### config.mk
export PLATFORM = sky130hd
export DESIGN_NAME = trading_order_state_manager
export DESIGN_NICKNAME = d
export VERILOG_FILES = /design/src/rtl/tosm_pkg.sv /design/src/rtl/trading_order_state_manager.sv /design/src/rtl/tosm_front.sv /design/src/rtl/tosm_back.sv
export SDC_FILE = /design/constraint.sdc
export NUM_CORES = 2
export LEC_CHECK = 0
export ABC_AREA = 0
export ABC_CLOCK_PERIOD_IN_PS = 12750
export BUFFER_PORTS_ARGS = -buffer_cell sky130_fd_sc_hd__buf_2
export CAP_MARGIN = 20
export CELL_PAD_IN_SITES_DETAIL_PLACEMENT = 1
export CELL_PAD_IN_SITES_GLOBAL_PLACEMENT = 2
export CORE_ASPECT_RATIO = 1.5
export CORE_MARGIN = 3
export CORE_UTILIZATION = 47
export DETAILED_ROUTE_END_ITERATION = 7
export PLACE_DENSITY = 0.95
export SLEW_MARGIN = 20
export SYNTH_ARGS = -nofsm -noshare
export SYNTH_HDL_FRONTEND = slang
export SYNTH_HIERARCHICAL = 1
export SYNTH_SLANG_ARGS = --single-unit
### constraint.sdc
create_clock -name clk_i -period 12.75 [get_ports clk_i]
set_input_delay 2.55 -clock clk_i [delete_from_list [all_inputs] [get_ports clk_i]]
set_output_delay 2.55 -clock clk_i [all_outputs]
set_load 0.1 [all_outputs]
### src/rtl/tosm_pkg.sv
// tosm_pkg: shared types and codes of the trading order state manager
// used by tosm_front, tosm_back and trading_order_state_manager; no dependencies
`default_nettype none

package tosm_pkg;

  // input opcode
  localparam logic OP_RESPONSE = 1'b0;
  localparam logic OP_MOVE     = 1'b1;

  // exchange response types that change an entry
  localparam logic [2:0] RSP_ACCEPTED = 3'd0;
  localparam logic [2:0] RSP_CANCELED = 3'd1;
  localparam logic [2:0] RSP_FILLED   = 3'd2;

  // outgoing request kind
  localparam logic REQ_NEW    = 1'b0;
  localparam logic REQ_CANCEL = 1'b1;

  // sides
  localparam logic SIDE_BUY  = 1'b0;
  localparam logic SIDE_SELL = 1'b1;

  typedef enum logic [2:0] {
    ES_INVALID        = 3'd0,
    ES_PENDING_NEW    = 3'd1,
    ES_LIVE           = 3'd2,
    ES_PENDING_CANCEL = 3'd3,
    ES_DEAD           = 3'd4
  } entry_state_e;

  typedef enum logic [1:0] {
    CMD_ACCEPT = 2'd0,
    CMD_CANCEL = 2'd1,
    CMD_FILL   = 2'd2,
    CMD_MOVE   = 2'd3
  } cmd_kind_e;

  typedef enum logic {
    BK_FIRST  = 1'b0,
    BK_SECOND = 1'b1
  } back_state_e;

  // classified command handed from front to back
  typedef struct packed {
    cmd_kind_e          kind;
    logic [2:0]         ticker;
    logic               side;
    logic [31:0]        qty;        // exec qty of a fill, clip of a move
    logic signed [31:0] bid_px;
    logic               bid_valid;
    logic               bid_risk_ok;
    logic signed [31:0] ask_px;
    logic               ask_valid;
    logic               ask_risk_ok;
  } cmd_t;

  // back end status seen by the top level
  typedef struct packed {
    logic step;   // back end works on the queue head this cycle
    logic pop;    // queue head retires
    logic emit;   // a request is loaded into the output register
  } back_status_t;

endpackage

`default_nettype wire

### src/rtl/trading_order_state_manager.sv
// trading_order_state_manager: top level of the order entry state manager
// instantiates tosm_front and tosm_back, uses tosm_pkg
`default_nettype none

// Keeps one order entry (state, order id, price, quantity) per ticker and side.
// Exchange responses (accepted, canceled, filled) update an entry and send nothing;
// a move item visits the buy entry then the sell entry of its ticker and sends a
// cancel for a live order whose price is no longer wanted, or a new order for a
// dead or invalid entry with a valid price and a risk pass, numbered from a
// counter that starts at 1. Up to two requests per move, buy first, last_o marks
// the final one. Items go into a two-entry command queue, so the input stays open
// until it is full. The back end retires a response or a move in a single step, or
// a move in a buy step then a sell step when both sides send a request; each step
// waits for the output register, so the sustained rate is set by that register and
// the per-side sequencer: at most one request per cycle. Items for tickers at or
// above NUM_TICKERS and inert response codes are taken and dropped. The entry table
// is in flip-flops cleared by reset, so no clearing pass is needed. The user must
// write client_id over the cfg channel while idle; the block does not enforce it.
module trading_order_state_manager import tosm_pkg::*; #(
  parameter int NUM_TICKERS = 8
) (
  input  wire logic               clk_i,
  input  wire logic               rst_ni,
  // configuration write: client id
  input  wire logic               cfg_valid_i,
  output logic                    cfg_ready_o,
  input  wire logic [15:0]        cfg_data_i,
  // input items
  input  wire logic               in_valid_i,
  output logic                    in_ready_o,
  input  wire logic               opcode_i,
  input  wire logic [2:0]         ticker_i,
  input  wire logic [2:0]         response_type_i,
  input  wire logic               response_side_i,
  input  wire logic [31:0]        exec_qty_i,
  input  wire logic signed [31:0] bid_px_i,
  input  wire logic               bid_valid_i,
  input  wire logic signed [31:0] ask_px_i,
  input  wire logic               ask_valid_i,
  input  wire logic [31:0]        clip_i,
  input  wire logic               bid_risk_ok_i,
  input  wire logic               ask_risk_ok_i,
  // outgoing requests
  output logic                    out_valid_o,
  input  wire logic               out_ready_i,
  output logic                    request_kind_o,
  output logic [15:0]             request_client_o,
  output logic [2:0]              request_ticker_o,
  output logic [31:0]             request_order_id_o,
  output logic                    request_side_o,
  output logic signed [31:0]      request_price_o,
  output logic [31:0]             request_qty_o,
  output logic                    last_o
);

  logic [15:0]  client_id_q;
  logic         head_valid;
  cmd_t         head;
  back_status_t bk_status;

  // client id register, always ready
  assign cfg_ready_o = 1'b1;

  always_ff @(posedge clk_i or negedge rst_ni) begin
    if (!rst_ni) begin
      client_id_q <= 16'd0;
    end else if (cfg_valid_i) begin
      client_id_q <= cfg_data_i;
    end
  end

  // front end: classify and queue
  tosm_front #(
    .NUM_TICKERS (NUM_TICKERS)
  ) u_front (
    .clk_i           (clk_i),
    .rst_ni          (rst_ni),
    .in_valid_i      (in_valid_i),
    .in_ready_o      (in_ready_o),
    .opcode_i        (opcode_i),
    .ticker_i        (ticker_i),
    .response_type_i (response_type_i),
    .response_side_i (response_side_i),
    .exec_qty_i      (exec_qty_i),
    .bid_px_i        (bid_px_i),
    .bid_valid_i     (bid_valid_i),
    .ask_px_i        (ask_px_i),
    .ask_valid_i     (ask_valid_i),
    .clip_i          (clip_i),
    .bid_risk_ok_i   (bid_risk_ok_i),
    .ask_risk_ok_i   (ask_risk_ok_i),
    .head_valid_o    (head_valid),
    .head_o          (head),
    .pop_i           (bk_status.pop)
  );

  // back end: entry table, side sequencer, output register
  tosm_back #(
    .NUM_TICKERS (NUM_TICKERS)
  ) u_back (
    .clk_i              (clk_i),
    .rst_ni             (rst_ni),
    .head_valid_i       (head_valid),
    .head_i             (head),
    .status_o           (bk_status),
    .client_id_i        (client_id_q),
    .out_valid_o        (out_valid_o),
    .out_ready_i        (out_ready_i),
    .request_kind_o     (request_kind_o),
    .request_client_o   (request_client_o),
    .request_ticker_o   (request_ticker_o),
    .request_order_id_o (request_order_id_o),
    .request_side_o     (request_side_o),
    .request_price_o    (request_price_o),
    .request_qty_o      (request_qty_o),
    .last_o             (last_o)
  );

  // the queue only retires a command that is there
  assert property (@(posedge clk_i) disable iff (!rst_ni)
    bk_status.pop |-> head_valid)
    else $error("command retired from empty queue");

  // a full queue cannot look empty to the back end
  assert property (@(posedge clk_i) disable iff (!rst_ni)
    !in_ready_o |-> head_valid)
    else $error("input stalled with no queued command");

  // a request is loaded only when the output register is free
  assert property (@(posedge clk_i) disable iff (!rst_ni)
    bk_status.emit |-> (!out_valid_o || out_ready_i))
    else $error("request overwrote a pending transfer");

  // every new request comes from a queued command
  assert property (@(posedge clk_i) disable iff (!rst_ni)
    $rose(out_valid_o) |-> $past(head_valid))
    else $error("request appeared without a command");

endmodule

`default_nettype wire

### src/rtl/tosm_front.sv
// tosm_front: accepts input items, drops the ones with no effect and queues commands
// depends on tosm_pkg
`default_nettype none

module tosm_front import tosm_pkg::*; #(
  parameter int NUM_TICKERS = 8
) (
  input  wire logic               clk_i,
  input  wire logic               rst_ni,
  input  wire logic               in_valid_i,
  output logic                    in_ready_o,
  input  wire logic               opcode_i,
  input  wire logic [2:0]         ticker_i,
  input  wire logic [2:0]         response_type_i,
  input  wire logic               response_side_i,
  input  wire logic [31:0]        exec_qty_i,
  input  wire logic signed [31:0] bid_px_i,
  input  wire logic               bid_valid_i,
  input  wire logic signed [31:0] ask_px_i,
  input  wire logic               ask_valid_i,
  input  wire logic [31:0]        clip_i,
  input  wire logic               bid_risk_ok_i,
  input  wire logic               ask_risk_ok_i,
  output logic                    head_valid_o,
  output cmd_t                    head_o,
  input  wire logic               pop_i
);

  localparam int QDepth = 2;

  cmd_t       fifo_q [QDepth];
  logic       wr_ptr_q, wr_ptr_d;
  logic       rd_ptr_q, rd_ptr_d;
  logic [1:0] count_q, count_d;

  cmd_t cmd;
  logic in_range;
  logic keep;
  logic push;

  always_comb begin
    cmd             = '0;
    cmd.ticker      = ticker_i;
    cmd.side        = response_side_i;
    cmd.qty         = (opcode_i == OP_MOVE) ? clip_i : exec_qty_i;
    cmd.bid_px      = bid_px_i;
    cmd.bid_valid   = bid_valid_i;
    cmd.bid_risk_ok = bid_risk_ok_i;
    cmd.ask_px      = ask_px_i;
    cmd.ask_valid   = ask_valid_i;
    cmd.ask_risk_ok = ask_risk_ok_i;
    if (opcode_i == OP_MOVE) begin
      cmd.kind = CMD_MOVE;
    end else if (response_type_i == RSP_ACCEPTED) begin
      cmd.kind = CMD_ACCEPT;
    end else if (response_type_i == RSP_CANCELED) begin
      cmd.kind = CMD_CANCEL;
    end else begin
      cmd.kind = CMD_FILL;
    end
  end

  // unknown tickers and inert response codes never reach the back end
  assign in_range = (32'(ticker_i) < 32'(NUM_TICKERS));
  assign keep = in_range && ((opcode_i == OP_MOVE) || (response_type_i == RSP_ACCEPTED) ||
                             (response_type_i == RSP_CANCELED) ||
                             (response_type_i == RSP_FILLED));

  assign in_ready_o   = (count_q != 2'(QDepth));
  assign push         = in_valid_i && in_ready_o && keep;
  assign head_valid_o = (count_q != 2'd0);
  assign head_o       = fifo_q[rd_ptr_q];

  always_comb begin
    wr_ptr_d = push ? ~wr_ptr_q : wr_ptr_q;
    rd_ptr_d = pop_i ? ~rd_ptr_q : rd_ptr_q;
    count_d  = count_q + 2'(push) - 2'(pop_i);
  end

  always_ff @(posedge clk_i or negedge rst_ni) begin
    if (!rst_ni) begin
      wr_ptr_q <= 1'b0;
      rd_ptr_q <= 1'b0;
      count_q  <= 2'd0;
    end else begin
      wr_ptr_q <= wr_ptr_d;
      rd_ptr_q <= rd_ptr_d;
      count_q  <= count_d;
    end
  end

  always_ff @(posedge clk_i) begin
    if (push) begin
      fifo_q[wr_ptr_q] <= cmd;
    end
  end

endmodule

`default_nettype wire

### src/rtl/tosm_back.sv
// tosm_back: order entry table, per-side sequencer and request output register
// depends on tosm_pkg
`default_nettype none

module tosm_back import tosm_pkg::*; #(
  parameter int NUM_TICKERS = 8
) (
  input  wire logic               clk_i,
  input  wire logic               rst_ni,
  input  wire logic               head_valid_i,
  input  wire cmd_t               head_i,
  output back_status_t            status_o,
  input  wire logic [15:0]        client_id_i,
  output logic                    out_valid_o,
  input  wire logic               out_ready_i,
  output logic                    request_kind_o,
  output logic [15:0]             request_client_o,
  output logic [2:0]              request_ticker_o,
  output logic [31:0]             request_order_id_o,
  output logic                    request_side_o,
  output logic signed [31:0]      request_price_o,
  output logic [31:0]             request_qty_o,
  output logic                    last_o
);

  // only tickers that fit the 3-bit field can ever be stored
  localparam int NumRows = (NUM_TICKERS < 8) ? NUM_TICKERS : 8;
  localparam int RowW    = (NumRows > 1) ? $clog2(NumRows) : 1;

  entry_state_e       st_q    [NumRows][2];
  logic [31:0]        id_q    [NumRows][2];
  logic signed [31:0] price_q [NumRows][2];
  logic [31:0]        qty_q   [NumRows][2];
  logic [31:0]        next_id_q;

  back_state_e state_q, state_d;

  logic               out_valid_q;
  logic               kind_q;
  logic [15:0]        client_q;
  logic [2:0]         ticker_q;
  logic [31:0]        order_id_q;
  logic               side_q;
  logic signed [31:0] price_out_q;
  logic [31:0]        qty_out_q;
  logic               last_q;

  logic [RowW-1:0]    row;
  logic               is_move;
  logic               out_free;
  logic               step;
  logic [1:0]         want_cancel;
  logic [1:0]         want_new;
  logic [1:0]         want_req;
  logic               eff_side;
  logic               done;
  logic               emit;
  logic               emit_last;

  // entry update controls
  logic               wr_side;
  logic               st_we;
  entry_state_e       st_wd;
  logic               order_we;
  logic               qty_we;
  logic [31:0]        qty_wd;
  logic [31:0]        fill_qty;

  assign row      = head_i.ticker[RowW-1:0];
  assign is_move  = (head_i.kind == CMD_MOVE);
  assign out_free = !out_valid_q || out_ready_i;
  assign step     = head_valid_i && out_free;

  // per-side decision from the stored entry
  always_comb begin
    logic               valid_s;
    logic               risk_s;
    logic signed [31:0] price_s;
    entry_state_e       st_s;
    for (int s = 0; s < 2; s++) begin
      valid_s        = (s == 0) ? head_i.bid_valid : head_i.ask_valid;
      risk_s         = (s == 0) ? head_i.bid_risk_ok : head_i.ask_risk_ok;
      price_s        = (s == 0) ? head_i.bid_px : head_i.ask_px;
      st_s           = st_q[row][s];
      want_cancel[s] = (st_s == ES_LIVE) && (!valid_s || (price_q[row][s] != price_s));
      want_new[s]    = ((st_s == ES_INVALID) || (st_s == ES_DEAD)) && valid_s && risk_s;
      want_req[s]    = want_cancel[s] || want_new[s];
    end
  end

  // sell side is handled at once when the buy side has nothing to send
  assign eff_side  = (state_q == BK_SECOND) || !want_req[0];
  assign emit      = step && is_move && want_req[eff_side];
  assign emit_last = eff_side || !want_req[1];
  assign done      = step && (!is_move || emit_last);

  always_comb begin
    state_d = state_q;
    if (done) begin
      state_d = BK_FIRST;
    end else if (step) begin
      state_d = BK_SECOND;
    end
  end

  always_comb begin
    status_o.step = step;
    status_o.pop  = done;
    status_o.emit = emit;
  end

  assign fill_qty = (head_i.qty >= qty_q[row][head_i.side]) ?
                    32'd0 : (qty_q[row][head_i.side] - head_i.qty);

  always_comb begin
    wr_side  = is_move ? eff_side : head_i.side;
    st_we    = 1'b0;
    st_wd    = ES_INVALID;
    order_we = 1'b0;
    qty_we   = 1'b0;
    qty_wd   = fill_qty;
    if (step) begin
      unique case (head_i.kind)
        CMD_ACCEPT: begin
          st_we = 1'b1;
          st_wd = ES_LIVE;
        end
        CMD_CANCEL: begin
          st_we = 1'b1;
          st_wd = ES_DEAD;
        end
        CMD_FILL: begin
          qty_we = 1'b1;
          st_we  = (fill_qty == 32'd0);
          st_wd  = ES_DEAD;
        end
        CMD_MOVE: begin
          st_we    = emit;
          st_wd    = want_new[eff_side] ? ES_PENDING_NEW : ES_PENDING_CANCEL;
          order_we = emit && want_new[eff_side];
        end
        default: begin
          st_we = 1'b0;
        end
      endcase
    end
  end

  always_ff @(posedge clk_i or negedge rst_ni) begin
    if (!rst_ni) begin
      for (int r = 0; r < NumRows; r++) begin
        for (int s = 0; s < 2; s++) begin
          st_q[r][s]    <= ES_INVALID;
          id_q[r][s]    <= '0;
          price_q[r][s] <= '0;
          qty_q[r][s]   <= '0;
        end
      end
      next_id_q <= 32'd1;
      state_q   <= BK_FIRST;
    end else begin
      state_q <= state_d;
      if (st_we) begin
        st_q[row][wr_side] <= st_wd;
      end
      if (qty_we) begin
        qty_q[row][wr_side] <= qty_wd;
      end
      if (order_we) begin
        id_q[row][wr_side]    <= next_id_q;
        price_q[row][wr_side] <= eff_side ? head_i.ask_px : head_i.bid_px;
        qty_q[row][wr_side]   <= head_i.qty;
        next_id_q             <= next_id_q + 32'd1;
      end
    end
  end

  // output register
  always_ff @(posedge clk_i or negedge rst_ni) begin
    if (!rst_ni) begin
      out_valid_q <= 1'b0;
    end else if (emit) begin
      out_valid_q <= 1'b1;
    end else if (out_ready_i) begin
      out_valid_q <= 1'b0;
    end
  end

  always_ff @(posedge clk_i) begin
    if (emit) begin
      kind_q     <= want_cancel[eff_side] ? REQ_CANCEL : REQ_NEW;
      client_q   <= client_id_i;
      ticker_q   <= head_i.ticker;
      side_q     <= eff_side;
      last_q     <= emit_last;
      if (want_cancel[eff_side]) begin
        order_id_q  <= id_q[row][eff_side];
        price_out_q <= price_q[row][eff_side];
        qty_out_q   <= qty_q[row][eff_side];
      end else begin
        order_id_q  <= next_id_q;
        price_out_q <= eff_side ? head_i.ask_px : head_i.bid_px;
        qty_out_q   <= head_i.qty;
      end
    end
  end

  assign out_valid_o        = out_valid_q;
  assign request_kind_o     = kind_q;
  assign request_client_o   = client_q;
  assign request_ticker_o   = ticker_q;
  assign request_order_id_o = order_id_q;
  assign request_side_o     = side_q;
  assign request_price_o    = price_out_q;
  assign request_qty_o      = qty_out_q;
  assign last_o             = last_q;

endmodule

`default_nettype wire
# Word-level counts from Yosys, hierarchy flattened

Memory sizes are Yosys's and may differ from the RTL's.
Index checks and enable logic that the tools add are counted.

Bits in registers: 1756
Memory bits (writable): 212
Logic and storage cells: 225
Memories: 1

Memory list:

| name           | words | width | rd ports | clocked after memory_dff | write ports | line             | source |
|---|---|---|---|---|---|---|---|
| u_front.fifo_q | 2     | 106   | 1        | 0                        | 1           | tosm_front.sv:31 | `cmd_t fifo_q [QDepth];` |

Add/subtract/negate cells: 4
$lt $le $gt $ge: 8
Eq/ne operators: 12
Mux-type cells: 71
Bitwise logic cells: 6
Reduce and logical (&&, ||, !) cells: 44

Operator list:

| kind                                                                  | number |
|---|---|
| 512-bit bitwise mux                                                   | 4 |
| 512-bit two-way mux                                                   | 2 |
| 32-bit two-way mux                                                    | 19 |
| 64-bit binary-select mux with 3-bit select                            | 3 |
| 64-bit two-way mux                                                    | 7 |
| 64-bit demux with 3-bit select                                        | 1 |
| 32-bit != test                                                        | 2 |
| 48-bit bitwise mux                                                    | 1 |
| 32-bit by 1-bit adder with 32-bit output, second input constant       | 1 |
| 32-bit demux with 1-bit select                                        | 1 |
| 32-bit greater-or-equal comparator                                    | 1 |
| 32-bit zero test                                                      | 1 |
| 32-bit subtractor                                                     | 1 |
| 1-bit two-way mux                                                     | 19 |
| 6-bit binary-select mux with 3-bit select                             | 1 |
| 6-bit demux with 3-bit select                                         | 1 |
| 6-bit two-way mux                                                     | 3 |
| 1-bit logical AND                                                     | 15 |
| 1-bit logical OR                                                      | 13 |
| 3-bit by 2-bit equality test with 1-bit output, second input constant | 3 |
| 3-bit zero test                                                       | 3 |
| 3-bit one-hot mux with 3 select lines                                 | 1 |
| 2-bit two-way mux                                                     | 4 |
| 3-bit equality test, second input constant                            | 2 |
| other kinds (21)                                                      | 36 |

# Logic depth before layout (Yosys ltp)

An unclocked memory read counts as a cell.

Depth after elaboration: 24
Mapped depth: 33
Depth with buffers taken out: 20

# Cells and area by module

Netlist, hierarchy kept.

By module, submodules not included:

| module                      | instances | cells an instance | area each (um^2) |
|---|---|---|---|
| tosm_back                   | 1         | 7820              | 85857.3 |
| tosm_front                  | 1         | 387               | 8374.3 |
| trading_order_state_manager | 1         | 36                | 660.6 |

# Worst setup path before layout

Ideal clock, no wire load.

Kind: input -> register
From: in opcode_i
To: mem u_front/fifo_q[0][0] (netlist name) (enable)
Setup time: 0.572 ns
Arrival: 7.346 ns
Required time: 12.178 ns
Setup slack: 4.832 ns
Stages on the path: 3
Buffers on the path: 1
Cell sequence: buf_2 -> o211ai_2 -> nor2_1

Longest elaborated chain between the ends: 6

RTL lines:

| item                                    | line                              | source |
|---|---|---|
| start: declaration                      | trading_order_state_manager.sv:31 | `input wire logic opcode_i,` |
| 1-bit logical OR (2 in series)          | tosm_front.sv:65                  | `assign keep = in_range && ((opcode_i == OP_MOVE) \|\| (response_type_i == RSP_ACCEPTED) \|\|` |
| 1-bit logical OR                        | tosm_front.sv:66                  | `(response_type_i == RSP_CANCELED) \|\|` |
| 1-bit logical AND                       | tosm_front.sv:70                  | `assign push = in_valid_i && in_ready_o && keep;` |
| 1-bit two-way mux                       | tosm_front.sv:93                  | `if (push) begin` |
| 1-bit two-way mux (implied by the code) | tosm_front.sv:94                  | `fifo_q[wr_ptr_q] <= cmd;` |
| end: declaration                        | tosm_front.sv:31                  |  |

Every way passes these cells.

==> results by stage <==
Global route:
- The leftover overflow at the end of global routing is 0.
- The number of antenna violations at the first check in global routing came to 11.
- Global routing used 32.6% of the available tracks across all layers.
- The maximum number of pins on one net before global-route repair is 168.
- The via count of the first global-routing pass is 77.7k.
- The first global-routing pass estimated 510,000 µm of wire.

Floorplan:
- The core region is 0.200 mm².
- 282 I/O pins were placed.
- Measured along the y axis, the die boundary spans 556 µm.
- The die covers 0.207 mm².
- The overall die width is 373 µm.
- The count of standard-cell rows is 201.
- The effective utilization at floorplan is 47.3%.

Logic synthesis:
- The net count of the mapped netlist is 8,442.
- The number of warnings issued by yosys is 6.
- The synthesized area per cell is 11.5 µm².
- The post-synthesis cell count is 8,241.
- The mapped netlist covers 0.0949 mm².

Layout:
- At the end of the flow, the number of nets in the layout was 8,300.
- With fillers left out, the area of the finished cells amounts to 0.104 mm².
- The filler cells instantiated in the layout total 20.6k.
- The final design utilization is 52.0%.
- The library cell used most frequently in the layout, excluding fill and tap cells, is sky130_fd_sc_hd__dfrtp_1.
- Once layout is complete, the cells apart from fillers number 10.9k.
- From synthesis to final layout, the design area changed by 9.80%.
- The library cells used most frequently in the layout, excluding fill and tap cells, are 1,636 x sky130_fd_sc_hd__dfrtp_1, 945 x sky130_fd_sc_hd__nand2_1, 940 x sky130_fd_sc_hd__mux2_2.
- The fraction of layout instances using a drive strength above 1 is 23.4%.

Timing:
- Setup violations remaining at the end of the flow were counted as 0.
- The post-route clock skew is 0.0573 ns.
- The total negative setup slack is 0 ns.
- The normalized max-slew margin is 21.6%.
- The slew at the pin closest to its max-slew limit is 1.17 ns.
- The setup slack of the critical path after layout is 3.89 ns.
- The final worst hold slack is 0.446 ns.
- Timing would allow up to 113 MHz.
- The clock period minus worst slack is 8.86 ns.
- Setup repair after global routing left no endpoint under its margin.
- The final number of hold-violating endpoints is 0.
- The post-route fraction of the period consumed by the critical path is 69.5%.
- The number of pins with negative max-slew slack in the final report was 0.

Placement:
- The minimum setup slack after placement is 4.08 ns.
- The total half-perimeter wirelength after legalization and detailed placement is 201,000 µm.
- Including well taps, the total number of placed cells is 10.5k.
- The global placer's final weighted congestion is 0.921.
- The cell area after placement is 0.0975 mm².
- The count of buffers from port buffering is 280.

CTS:
- Buffers added to address setup during post-CTS repair amount to 0.
- The later pin in the worst-skew pair is clocked with a latency of 0.88 ns.
- In this run, post-CTS hold repair placed 0 buffers.
- The number of H-tree levels is 4.
- The clock net in this run drives a total of 1,968 sinks.
- The tree is rooted in a sky130_fd_sc_hd__clkbuf_16.
- The post-CTS clock slew at the launch and capture registers of the worst setup and hold paths is 0.06 ns.
- TritonCTS built the clock tree.
- Clock tree synthesis inserted a total of 196 buffers.
- The maximum root-to-sink buffer count is 4.
- After clock tree synthesis, the repair step resized 0 gates.

Critical path:
- The classification of the worst setup path is flip-flop to flip-flop.
- The most numerous cell on the critical path is sky130_fd_sc_hd__buf_4.
- The data arrival time at the worst-slack endpoint is 9.61 ns.
- The worst setup path is launched from a flip-flop.
- The slowest stage of the critical path is the sky130_fd_sc_hd__and3b_4 cell.
- The data required time of the critical path is 13.50 ns.
- Of all nets on the critical path, the largest fanout is 68.
- The sort of element at the end of the critical path is a flip-flop.
- The worst stage delay on the critical path is 1.10 ns.
- The depth of the worst register-to-register path is 20.
- The critical path goes through mux2_8, and3b_4, buf_4, a22oi_1, and4_1, mux2i_1, ha_1, a211oi_1, nor2_1, o21a_1, o21ai_0, a21boi_2, buf_4, nor3_4, nor4_1, nand4b_1, o311ai_4, buf_4, nand3_1, mux2_2.

Drt:
- In the final routed layout, each cell accounts on average for 31.7 µm.
- The post-detailed-route DRC marker count is 0.
- Dividing the detail-routed via count by the number of cells gives 6.52.
- After the first detailed-routing iteration, the DRC count stood at 6,524.
- The total wire length after detailed routing is 346,000 µm.
- The final route contains 71.1k vias.
- The count of antenna-violating nets left after detailed routing is 0.
- The number of detailed-routing iterations run before antenna repair is 8.

Power and ir drop:
- The maximum resistive drop on vdd is 390 µV.
- The analysis attributes to cell leakage a power of 44.6 nW.
- After layout, the design draws a total of 27.2 mW.
- The ratio of total power to cell area is 261 mW/mm².

Status:
- The run finished with clean final reports.

Hold path:
- The min-delay analysis places its worst path in the category flip-flop to flip-flop.
- The depth of the worst hold-timing path is 0.

Flow run:
- The tool flagged a number of max-cap violations equal to 0.
==> per-layer routing <==
layer | vias to the layer above | GRT usage [%] | wire, µm
met5 | - | 0 | 62
met4 | 8 | 20.9 | 24600
met3 | 1280 | 5.26 | 23200
met2 | 3335 | 56.2 | 171000
met1 | 37200 | 37.7 | 127000
li1 | 29200 | - | -
==> worst max-delay path: cells and delay by family (launching register included) <==
kind | cells | cell delay, ns
AO/OA/AOI/OAI | 6 | 1.72
adder cells (fa/ha/maj) | 1 | 0.42
buffers and inverters | 3 | 1.73
flip-flops | 1 | 0.72
multiplexers | 3 | 1.44
AND/OR/NAND/NOR | 7 | 2.51
==> registers in the layout (all words and copies together), names as in the netlist, 2 cells and up <==
| name | cells |
|---|---|
| client_id_q | 16 |
| u_back/id_q | 512 |
| u_back/next_id_q | 32 |
| u_back/price_q | 512 |
| u_back/qty_q | 512 |
| u_back/request_client_o | 16 |
| u_back/request_order_id_o | 32 |
| u_back/request_price_o | 32 |
| u_back/request_qty_o | 32 |
| u_back/request_ticker_o | 3 |
| u_back/st_q | 48 |
| u_front/count_q | 2 |
| u_front/fifo_q | 212 |
==> final timing paths <==
kind	start	to	slack [ns]
min in group asynchronous	rst_ni	u_back/id_q[234]	1.66
max	u_front/rd_ptr_q	u_back/st_q[0]	3.89
max in group asynchronous	rst_ni	u_back/price_q[213]	7.99
min	client_id_q[15]	u_back/request_client_o[15]	0.45
min reg2reg	client_id_q[15]	u_back/request_client_o[15]	0.45
max reg2reg	u_front/rd_ptr_q	u_back/st_q[0]	3.89
==> where the power goes <==
part           switching [mW]  internal, mW  leakage, nW  total (mW)
registers                1.06          8.35         25.4        9.41
clock network            2.60          3.49         3.23        6.09
logic                    8.41          3.32         16.0        11.7
total                    12.1          15.2         44.6        27.2
==> final cells by class <==
| class | instances | area, µm² | area share [%] |
|---|---|---|---|
| clock buffers | 258 | 5470 | 5.25 |
| flip-flops and latches | 1968 | 50900 | 48.9 |
| multi-input cells | 5399 | 40300 | 38.6 |
| inverters | 80 | 310 | 0.298 |
| clock inverters | 95 | 1110 | 1.07 |
| repair buffers | 454 | 2800 | 2.68 |
| diodes | 6 | 15.0 | 0.0144 |
| well taps | 2639 | 3300 | 3.17 |
Power figures use the tool's default switching activity.
